--- config.mk ---
export PLATFORM = sky130hd
export DESIGN_NAME = first_match_packet_acl
export DESIGN_NICKNAME = d
export VERILOG_FILES = /design/src/rtl/fmacl_pkg.sv /design/src/rtl/fmacl_cell.sv /design/src/rtl/first_match_packet_acl.sv
export SDC_FILE = /design/constraint.sdc
export NUM_CORES = 2
export LEC_CHECK = 0
export BUFFER_PORTS_ARGS = -buffer_cell sky130_fd_sc_hd__buf_4
export CAP_MARGIN = 20
export CORE_MARGIN = 2
export CORE_UTILIZATION = 45
export DETAILED_ROUTE_END_ITERATION = 8
export GPL_TIMING_DRIVEN = 0
export SETUP_SLACK_MARGIN = 0.3
export SYNTH_ARGS = -nofsm -noshare
export SYNTH_HDL_FRONTEND = slang
export SYNTH_SLANG_ARGS = --single-unit
--- constraint.sdc ---
create_clock -name clk -period 69 [get_ports clk]
set_clock_uncertainty 0.05 [all_clocks]
set_input_delay 3.45 -clock clk [delete_from_list [all_inputs] [get_ports clk]]
set_output_delay 3.45 -clock clk [all_outputs]
set_load 0.01 [all_outputs]
--- src/rtl/fmacl_pkg.sv ---
// ----------------------------------------------------------------------------
// fmacl_pkg
// Shared types and constants for the first-match packet access control list:
// table size, operation and action codes, and the beat that walks the chain.
// ----------------------------------------------------------------------------
package fmacl_pkg;

  localparam int MAX_RULES  = 16;
  localparam int RULE_IDX_W = (MAX_RULES > 1) ? $clog2(MAX_RULES) : 1;
  localparam int CNT_W      = $clog2(MAX_RULES + 1);

  localparam int OUT_IDX_W  = 4;
  localparam int OUT_CNT_W  = 5;

  localparam logic [7:0] PROTO_ANY = 8'd250;
  localparam logic [15:0] PORT_ANY = 16'd0;

  localparam logic [1:0] ACT_ACCEPT = 2'd0;
  localparam logic [1:0] ACT_DROP   = 2'd1;
  localparam logic [1:0] ACT_DEFER  = 2'd2;

  typedef enum logic [1:0] {
    OP_CLASSIFY = 2'd0,
    OP_APPEND   = 2'd1,
    OP_LOCK     = 2'd2,
    OP_UNLOCK   = 2'd3
  } op_t;

  // One item as it moves from cell to cell.
  typedef struct packed {
    op_t                   op;
    logic [31:0]           src_addr;
    logic [31:0]           dst_addr;
    logic [15:0]           dst_port;
    logic [7:0]            protocol;
    logic                  src_any;
    logic                  dst_any;
    logic [1:0]            rule_action;
    logic                  locked;
    logic [CNT_W-1:0]      held;        // rules in force, or write slot on append
    logic [CNT_W-1:0]      count_after;
    logic                  full;
    logic                  hit;
    logic [RULE_IDX_W-1:0] hit_idx;
    logic [1:0]            hit_act;
  } beat_t;

endpackage

--- src/rtl/fmacl_cell.sv ---
// ----------------------------------------------------------------------------
// fmacl_cell
// One rule slot of the chain. Holds a rule, stores it when the matching append
// beat passes, and marks the first hit on classify beats going through.
// ----------------------------------------------------------------------------
module fmacl_cell
  import fmacl_pkg::*;
(
  input  logic                  clk,
  input  logic                  rst,
  input  logic                  adv,
  input  logic [RULE_IDX_W-1:0] cell_index,
  input  logic                  valid_in,
  input  beat_t                 beat_in,
  output logic                  valid_out,
  output beat_t                 beat_out
);

  logic [31:0] rule_src;
  logic        rule_src_any;
  logic [31:0] rule_dst;
  logic        rule_dst_any;
  logic [15:0] rule_port;
  logic [7:0]  rule_proto;
  logic [1:0]  rule_act;

  logic  write_en;
  logic  check_en;
  logic  rule_ok;
  beat_t beat_next;

  assign write_en = adv && valid_in && (beat_in.op == OP_APPEND) && !beat_in.full &&
                    (beat_in.held == CNT_W'(cell_index));

  assign check_en = valid_in && (beat_in.op == OP_CLASSIFY) && !beat_in.locked &&
                    !beat_in.hit && (CNT_W'(cell_index) < beat_in.held);

  assign rule_ok = (rule_src_any || (rule_src == beat_in.src_addr)) &&
                   (rule_dst_any || (rule_dst == beat_in.dst_addr)) &&
                   ((rule_port == PORT_ANY) || (rule_port == beat_in.dst_port)) &&
                   ((rule_proto == PROTO_ANY) || (rule_proto == beat_in.protocol));

  always_comb begin
    beat_next = beat_in;
    if (check_en && rule_ok) begin
      beat_next.hit     = 1'b1;
      beat_next.hit_idx = cell_index;
      beat_next.hit_act = rule_act;
    end
  end

  always_ff @(posedge clk) begin
    if (rst) begin
      valid_out <= 1'b0;
    end else if (adv) begin
      valid_out <= valid_in;
    end
    if (adv) begin
      beat_out <= beat_next;
    end
    if (write_en) begin
      rule_src     <= beat_in.src_addr;
      rule_src_any <= beat_in.src_any;
      rule_dst     <= beat_in.dst_addr;
      rule_dst_any <= beat_in.dst_any;
      rule_port    <= beat_in.dst_port;
      rule_proto   <= beat_in.protocol;
      rule_act     <= beat_in.rule_action;
    end
  end

endmodule

--- src/rtl/first_match_packet_acl.sv ---
// Path: an accepted input beat crosses every rule cell register, then m_tdata.
// Throughput: one item per cycle; each beat visits one rule cell per cycle.
// The whole chain holds while a result waits on m_tready.
// Reset: rule count, lock flag, default_drop and all beat valids clear at once;
// rule slots hold nothing meaningful until an append writes them.
// ----------------------------------------------------------------------------
// first_match_packet_acl
// First-match packet classifier built as a chain of rule cells. Table updates
// travel the chain in order with packets, so every packet sees exactly the
// rules that were appended before it since the last lock or unlock.
// ----------------------------------------------------------------------------
module first_match_packet_acl
  import fmacl_pkg::*;
(
  input  logic        clk,
  input  logic        rst,
  input  logic        cfg_valid,
  output logic        cfg_ready,
  input  logic [0:0]  cfg_data,    // default_drop
  input  logic        s_tvalid,
  output logic        s_tready,
  // src_addr[31:0], dst_addr[63:32], dst_port[79:64], protocol[87:80],
  // src_any[88], dst_any[89], rule_action[91:90], zero fill[95:92]
  input  logic [95:0] s_tdata,
  input  logic [1:0]  s_tuser,     // mode
  output logic        m_tvalid,
  input  logic        m_tready,
  // verdict_drop[0], matched[1], match_index[5:2], rule_count[10:6],
  // table_full[11], zero fill[15:12]
  output logic [15:0] m_tdata
);

  logic             default_drop;
  logic [CNT_W-1:0] rules_held;
  logic             locked;
  logic [CNT_W-1:0] rules_held_next;
  logic             locked_next;
  logic             append_full;

  logic  adv;
  logic  valid_chain [0:MAX_RULES];
  beat_t beat_chain  [0:MAX_RULES];
  beat_t in_beat;
  op_t   op_in;

  beat_t last_beat;
  logic  verdict;

  assign cfg_ready = 1'b1;
  assign adv       = !m_tvalid || m_tready;
  assign s_tready  = adv;
  assign op_in     = op_t'(s_tuser);

  assign append_full = (rules_held >= CNT_W'(MAX_RULES));

  always_comb begin
    rules_held_next = rules_held;
    locked_next     = locked;
    case (op_in)
      OP_CLASSIFY: ;
      OP_APPEND: begin
        if (!append_full) begin
          rules_held_next = rules_held + CNT_W'(1);
        end
      end
      OP_LOCK: begin
        locked_next     = 1'b1;
        rules_held_next = '0;
      end
      OP_UNLOCK: begin
        locked_next     = 1'b0;
        rules_held_next = '0;
      end
      default: ;
    endcase
  end

  always_comb begin
    in_beat.op          = op_in;
    in_beat.src_addr    = s_tdata[31:0];
    in_beat.dst_addr    = s_tdata[63:32];
    in_beat.dst_port    = s_tdata[79:64];
    in_beat.protocol    = s_tdata[87:80];
    in_beat.src_any     = s_tdata[88];
    in_beat.dst_any     = s_tdata[89];
    in_beat.rule_action = s_tdata[91:90];
    in_beat.locked      = locked;
    in_beat.held        = rules_held;
    in_beat.count_after = rules_held_next;
    in_beat.full        = (op_in == OP_APPEND) && append_full;
    in_beat.hit         = 1'b0;
    in_beat.hit_idx     = '0;
    in_beat.hit_act     = ACT_DEFER;
  end
  assign beat_chain[0]  = in_beat;
  assign valid_chain[0] = s_tvalid;

  for (genvar g = 0; g < MAX_RULES; g++) begin : g_cell
    fmacl_cell u_cell (
      .clk        (clk),
      .rst        (rst),
      .adv        (adv),
      .cell_index (RULE_IDX_W'(g)),
      .valid_in   (valid_chain[g]),
      .beat_in    (beat_chain[g]),
      .valid_out  (valid_chain[g+1]),
      .beat_out   (beat_chain[g+1])
    );
  end

  assign last_beat = beat_chain[MAX_RULES];

  always_comb begin
    verdict = 1'b0;
    if (last_beat.op == OP_CLASSIFY) begin
      if (last_beat.locked) begin
        verdict = 1'b1;
      end else if (!last_beat.hit || (last_beat.hit_act == ACT_DEFER)) begin
        verdict = default_drop;
      end else begin
        verdict = (last_beat.hit_act == ACT_DROP);
      end
    end
  end

  always_ff @(posedge clk) begin
    if (rst) begin
      default_drop <= 1'b0;
      rules_held   <= '0;
      locked       <= 1'b0;
      m_tvalid     <= 1'b0;
    end else begin
      if (cfg_valid && cfg_ready) begin
        default_drop <= cfg_data[0];
      end
      if (s_tvalid && s_tready) begin
        rules_held <= rules_held_next;
        locked     <= locked_next;
      end
      if (adv) begin
        m_tvalid <= valid_chain[MAX_RULES];
      end
    end
    if (adv) begin
      m_tdata <= {4'd0,
                  last_beat.full,
                  OUT_CNT_W'(last_beat.count_after),
                  OUT_IDX_W'(last_beat.hit_idx),
                  last_beat.hit,
                  verdict};
    end
  end

endmodule

# Word level (Yosys, flattened, before mapping)

Index checks and enable logic that the tools add are counted.
Widths: inputs -> output; s select.

Flip-flop bits (word level): 3219
Output and inout port bits: 19
Word-level logic and storage cells: 864

$add $sub $neg: 1
$lt $le $gt $ge: 17
Equality and inequality tests: 115
Multiplexer cells: 21
Reductions and logical operators: 344

Operators with widths:

| cell                | number |
|---|---|
| $eq 32x32->1        | 32 |
| $eq 16x16->1        | 16 |
| $logic_not 16->1    | 16 |
| $logic_and 1x1->1   | 192 |
| $eq 8x8->1          | 16 |
| $eq 8x8->1 const B  | 16 |
| $logic_or 1x1->1    | 66 |
| $logic_not 1->1     | 49 |
| $eq 5x4->1 const B  | 8 |
| $lt 4x5->1 const A  | 8 |
| $eq 2x1->1 const B  | 17 |
| $logic_not 2->1     | 17 |
| $mux 2              | 15 |
| $eq 5x3->1 const B  | 4 |
| $lt 3x5->1 const A  | 4 |
| $eq 5x2->1 const B  | 2 |
| $lt 1x5->1 const A  | 2 |
| $lt 2x5->1 const A  | 2 |
| $pmux 5 s2          | 1 |
| $mux 7              | 1 |
| $eq 2x2->1 const B  | 3 |
| $add 5x1->5 const B | 1 |
| $eq 5x1->1 const B  | 1 |
| $ge 5x5->1 const B  | 1 |
| other kinds (7)     | 8 |

# Depth between registers and ports, before layout

Depth in word-level cells: 7
Mapped depth: 8
Depth with buffers taken out: 6

# By module

From an unflattened synthesis, not the netlist that was laid out.

Cells, all modules: 5858
Area total of the unflattened synthesis: 119851.2 µm²

Modules (own cells, without submodules):

| module                             | instances | cells an instance | area an instance (µm²) | seq. area each (µm²) |
|---|---|---|---|---|
| fmacl_cell (g_cell[10].u_cell ...) | 15        | 361               | 7432.1                 | 6175.9 |
| fmacl_cell (g_cell[0].u_cell)      | 1         | 361               | 7465.9                 | 6175.9 |
| first_match_packet_acl             | 1         | 82                | 903.4                  | 520.5 |

# Least setup slack after synthesis

Ideal clock, no wire load.

Path type: input port to flip-flop
From: input m_tready
To: register g_cell[7].u_cell.rule_act[0], enable pin
Setup time: 0.543 ns
Data arrival time: 56.781 ns
Setup slack: 11.626 ns
Cell stages on the path: 6
Path buffers: 2
Path through: nor2b_1 clkbuf_1 clkinv_1 clkbuf_1 nand3_1 nor2_1

Word-level cells in the longest chain between the ends: 5

RTL lines:

| element                         | line                         | source |
|---|---|---|
| start, declared                 | first_match_packet_acl.sv:27 | `input logic m_tready,` |
| $logic_or 1x1->1                | first_match_packet_acl.sv:50 | `assign adv = !m_tvalid \|\| m_tready;` |
| net s_tready                    | first_match_packet_acl.sv:21 | `output logic s_tready,` |
| $logic_and 1x1->1 (4 in series) | fmacl_cell.sv:32             | `assign write_en = adv && valid_in && (beat_in.op == OP_APPEND) && !beat_in.full &&` |
| net g_cell[7].u_cell.write_en   | fmacl_cell.sv:27             | `logic write_en;` |
| end signal, assigned            | fmacl_cell.sv:68             | `rule_act <= beat_in.rule_action;` |
| end, declared                   | fmacl_cell.sv:25             | `logic [1:0] rule_act;` |

The timed path passes the listed nets, and every way through them passes these cells.
A chain may end at the register's enable or synchronous reset.

# Worst setup path after layout

From: input m_tready
To: output s_tready

Word-level cells in the longest chain between the ends: 1

RTL lines:

| element          | line |
|---|---|
| $logic_or 1x1->1 | first_match_packet_acl.sv:50 |
| end, declared    | first_match_packet_acl.sv:21 |

No other way between the ends.

==> impl_metrics.py <==
metrics = {
    "clock_network": {
        "cts_tree": "done",
        "cts.htree.levels": 5,
        "clk_path_buf_depth": 4,
        "insertion_delay_ns": 0.92,
        "cts_resized": 0,
        "ctsHoldBuffers": 0,
        "cts.reportedPaths.clkPinSlew_ns": 0.06,
        "postCtsSetupBuffers": 0,
        "cts-root-buf": "clkbuf_16",
        "cts_made_buffers": 336,
        "cts.sinks": 3204,
    },
    "routing": {
        "num_vias": 46600,
        "drc_errors": 0,
        "avgRoutedWirePerCell_um": 16.9,
        "viasPerCell": 4.76,
        "first_pass_iters": 5,
        "drtIter0Drc": 2777,
        "ant_nets": 0,
        "wl_um": 165000,
    },
    "timing": {
        "hold_viol_final": 0,
        "timing.final.crit_share": 0.140,
        "tightest_slew_ns": 1.14,
        "setup_viol": 0,
        "rsz0062_at_grt": "false",
        "slew_viol_final": 0,
        "min_period_ns": 9.64,
        "clock.fmax_mhz": 104,
        "tns_ns": 0,
        "slew_headroom": 0.238,
        "whs_ns": 0.319,
    },
    "setup_path": {
        "critical_path_class": "input pin to output pin",
        "crit_family": "buffers and inverters",
        "cp_cell_sequence": "buf_4, nor2b_1, clkbuf_1, clkinv_1, clkbuf_4, buf_4",
        "startpoint_type": "input pin",
        "crit_arrival_ns": 6.14,
        "regToRegSetupSlack_ns": 64.17,
        "critPathMaxFanout": 62,
        "worstSetupEndpointType": "output pin",
        "reg2reg_to": "g_cell[14].u_cell.rule_dst[26]",
        "cp.required_ns": 65.50,
        "worst-path-buf-inv": 5,
        "r2r_start": "m_tvalid",
        "cpPeakStageDelay_ns": 0.78,
        "slowest_stage": "clkbuf_4",
        "crit_top_cell": "buf_4",
        "ff2ff_path_depth": 14,
    },
    "yosys": {
        "netlist_instances": 5550,
        "async_reset_ff_frac": 0,
        "yosysSeqAreaShare": 0.838,
        "yosysTopAreaCellShare": 0.834,
        "synth.distinct_cells": 54,
        "synth_top_area_cell": "edfxtp_1",
        "syn_area_um2": 115000,
        "synth-seq-cells": 3204,
        "synth.area.top_cells": "edfxtp_1 83%, xnor2_1 8.5%, xor2_1 2.3%",
        "synth_warnings": 0,
        "ys.flop_type": "edfxtp_1",
        "avgSynthCellArea_um2": 20.6,
        "synth_edf_count": 3180,
    },
    "place": {
        "placed_cell_area_um2": 122000,
        "placed_cells": 9197,
        "dp_hpwl_um": 115000,
        "numPortBuffers": 113,
        "place.gp.congestion": 0.766,
    },
    "global_routing": {
        "antenna_found_initial": 2,
        "grt_pass1_wl_um": 267000,
        "grt_max_degree": 77,
        "track_usage": 0.129,
        "grt_pass1_vias": 48300,
        "overflow": 0,
    },
    "die": {
        "fp.dieH_um": 508,
        "die_w_um": 508,
        "ios": 123,
        "initial_utilization": 0.451,
        "num_rows": 185,
        "dieArea_um2": 259000,
        "coreArea_um2": 254000,
    },
    "finish": {
        "fill_cells": 19800,
        "multi_input_area_um2": 18600,
        "drive_gt1_frac": 0.128,
        "area_delta_synth_final_pct": 15.0,
        "stdcell_area_um2": 132000,
        "instances_no_fill": 9781,
        "nets": 6275,
        "postLayoutCoreUtil": 0.519,
        "seqCellArea_um2": 96000,
    },
    "run": {
        "drv_cap": 0,
    },
    "power_and_ir_drop": {
        "p_per_area_nw_per_um2": 29.9,
        "ir_drop_v": 0.0000268,
        "leakage_nw": 43.3,
    },
    "hold_path": {
        "hold_start": "g_cell[1].u_cell.beat_out[12]",
        "min_to": "g_cell[2].u_cell.beat_out[12]",
        "worstHoldPathCells": 0,
        "hold_class": "flip-flop to flip-flop",
    },
    "run_status": {
        "status": "finished clean",
    },
}
-- cells in the mapped netlist (5+ instances only) --
master	count
mux2_2	26
edfxtp_1	3180
o22ai_1	15
nand4bb_1	14
nand4b_1	5
nor4b_1	8
nand2b_1	12
xor2_1	298
or2_2	40
nor3_1	17
a2111oi_4	12
nor2_1	25
dfxtp_1	24
buf_4	5
nor2b_1	21
clkbuf_1	9
nand2_1	48
nand3_1	12
a21oi_1	56
xnor2_1	1113
nand4_1	331
nor4_1	213
-- cell families after synthesis --
group                    synth area share
multiplexers                      0.00317
buffers and inverters            0.000787
XOR/XNOR                            0.108
AND/OR/NAND/NOR                    0.0422
AO/OA/AOI/OAI                     0.00765
other                           0.0000656
adder cells (fa/ha/maj)          0.000218
flip-flops                          0.838
-- sequential cells by signal, indices dropped and copies added, names as in the netlist --
signal,count
default_drop,1
g_cell.u_cell.beat_out,1696
g_cell.u_cell.rule_act,32
g_cell.u_cell.rule_dst,512
g_cell.u_cell.rule_dst_any,16
g_cell.u_cell.rule_port,256
g_cell.u_cell.rule_proto,128
g_cell.u_cell.rule_src,512
g_cell.u_cell.rule_src_any,16
g_cell.u_cell.valid_out,16
locked,1
m_tdata,12
m_tvalid,1
rules_held,5
-- how the worst max path moves through the flow --
stage | start | slack (ns) | endpoint | cells after the start
after CTS | m_tready | 59.28 | s_tready | 6
after floorplan | m_tready | 11.63 | g_cell[7].u_cell.rule_act[0] | 6
after detailed placement | m_tready | 59.29 | s_tready | 6
after global routing | m_tready | 59.13 | s_tready | 6
after global placement | m_tready | -4.72 | g_cell[7].u_cell.rule_dst[2] | 7
final | m_tready | 59.36 | s_tready | 6
-- metrics by stage --
stage	total power, mW	worst slack [ns]
6_report	3.94	59.36
5_1_grt	4.07	59.13
2_1_floorplan	2.29	11.63
3_5_place_dp	2.33	59.29
4_1_cts	3.99	59.28
3_3_place_gp	2.32	-4.72
-- placed cells by master (no fill, tap or decap), drive strengths merged, types with 15 or more instances in the layout --
master  synthesis  routed
or2            40      40
a21oi          56      56
clkinv          1     128
xor2          298     298
nand4         331     331
nand2          48      48
mux2           30      30
dfxtp          24      24
o22ai          15      15
edfxtp       3180    3180
nor3           19      19
xnor2        1113    1113
nor2b          21      21
nor4          217     217
bufinv          0      17
nor2           25      25
clkbuf          9     437
buf             5     283
-- worst reg2reg max path, stage by stage (launching register included) --
cell      delay (ns)
dfxtp_1         0.30
nor2b_1         0.12
clkbuf_1        0.34
clkbuf_1        0.58
nor4_2          0.98
buf_4           0.33
buf_4           0.21
buf_4           0.21
buf_4           0.20
buf_4           0.19
buf_4           0.19
buf_4           0.19
buf_4           0.20
buf_4           0.21
buf_4           0.21
-- final cells by class --
cell class,count,area share
clock buffers,428,0.0682
multi-input cells,2330,0.141
well taps,3366,0.0320
flip-flops and latches,3204,0.729
plain buffers,14,0.000570
diodes,6,0.000114
clock inverters,150,0.00836
inverters,5,0.000143
repair buffers,278,0.0208
-- metal layers --
metal	share of wire	wire length (µm)	track usage
met1	0.43	70300	0.165
met2	0.51	84000	0.221
met3	0.035	5720	0.0224
met4	0.031	5070	0.0475
met5	0	0	0
-- where the power goes --
| group | internal (mW) | switching, mW | leakage (nW) |
|---|---|---|---|
| clock network | 0.976 | 0.677 | 4.95 |
| logic | 0.0317 | 0.0211 | 6.42 |
| registers | 2.19 | 0.0446 | 32.0 |
Note: power is estimated with default switching activity, not from simulation.
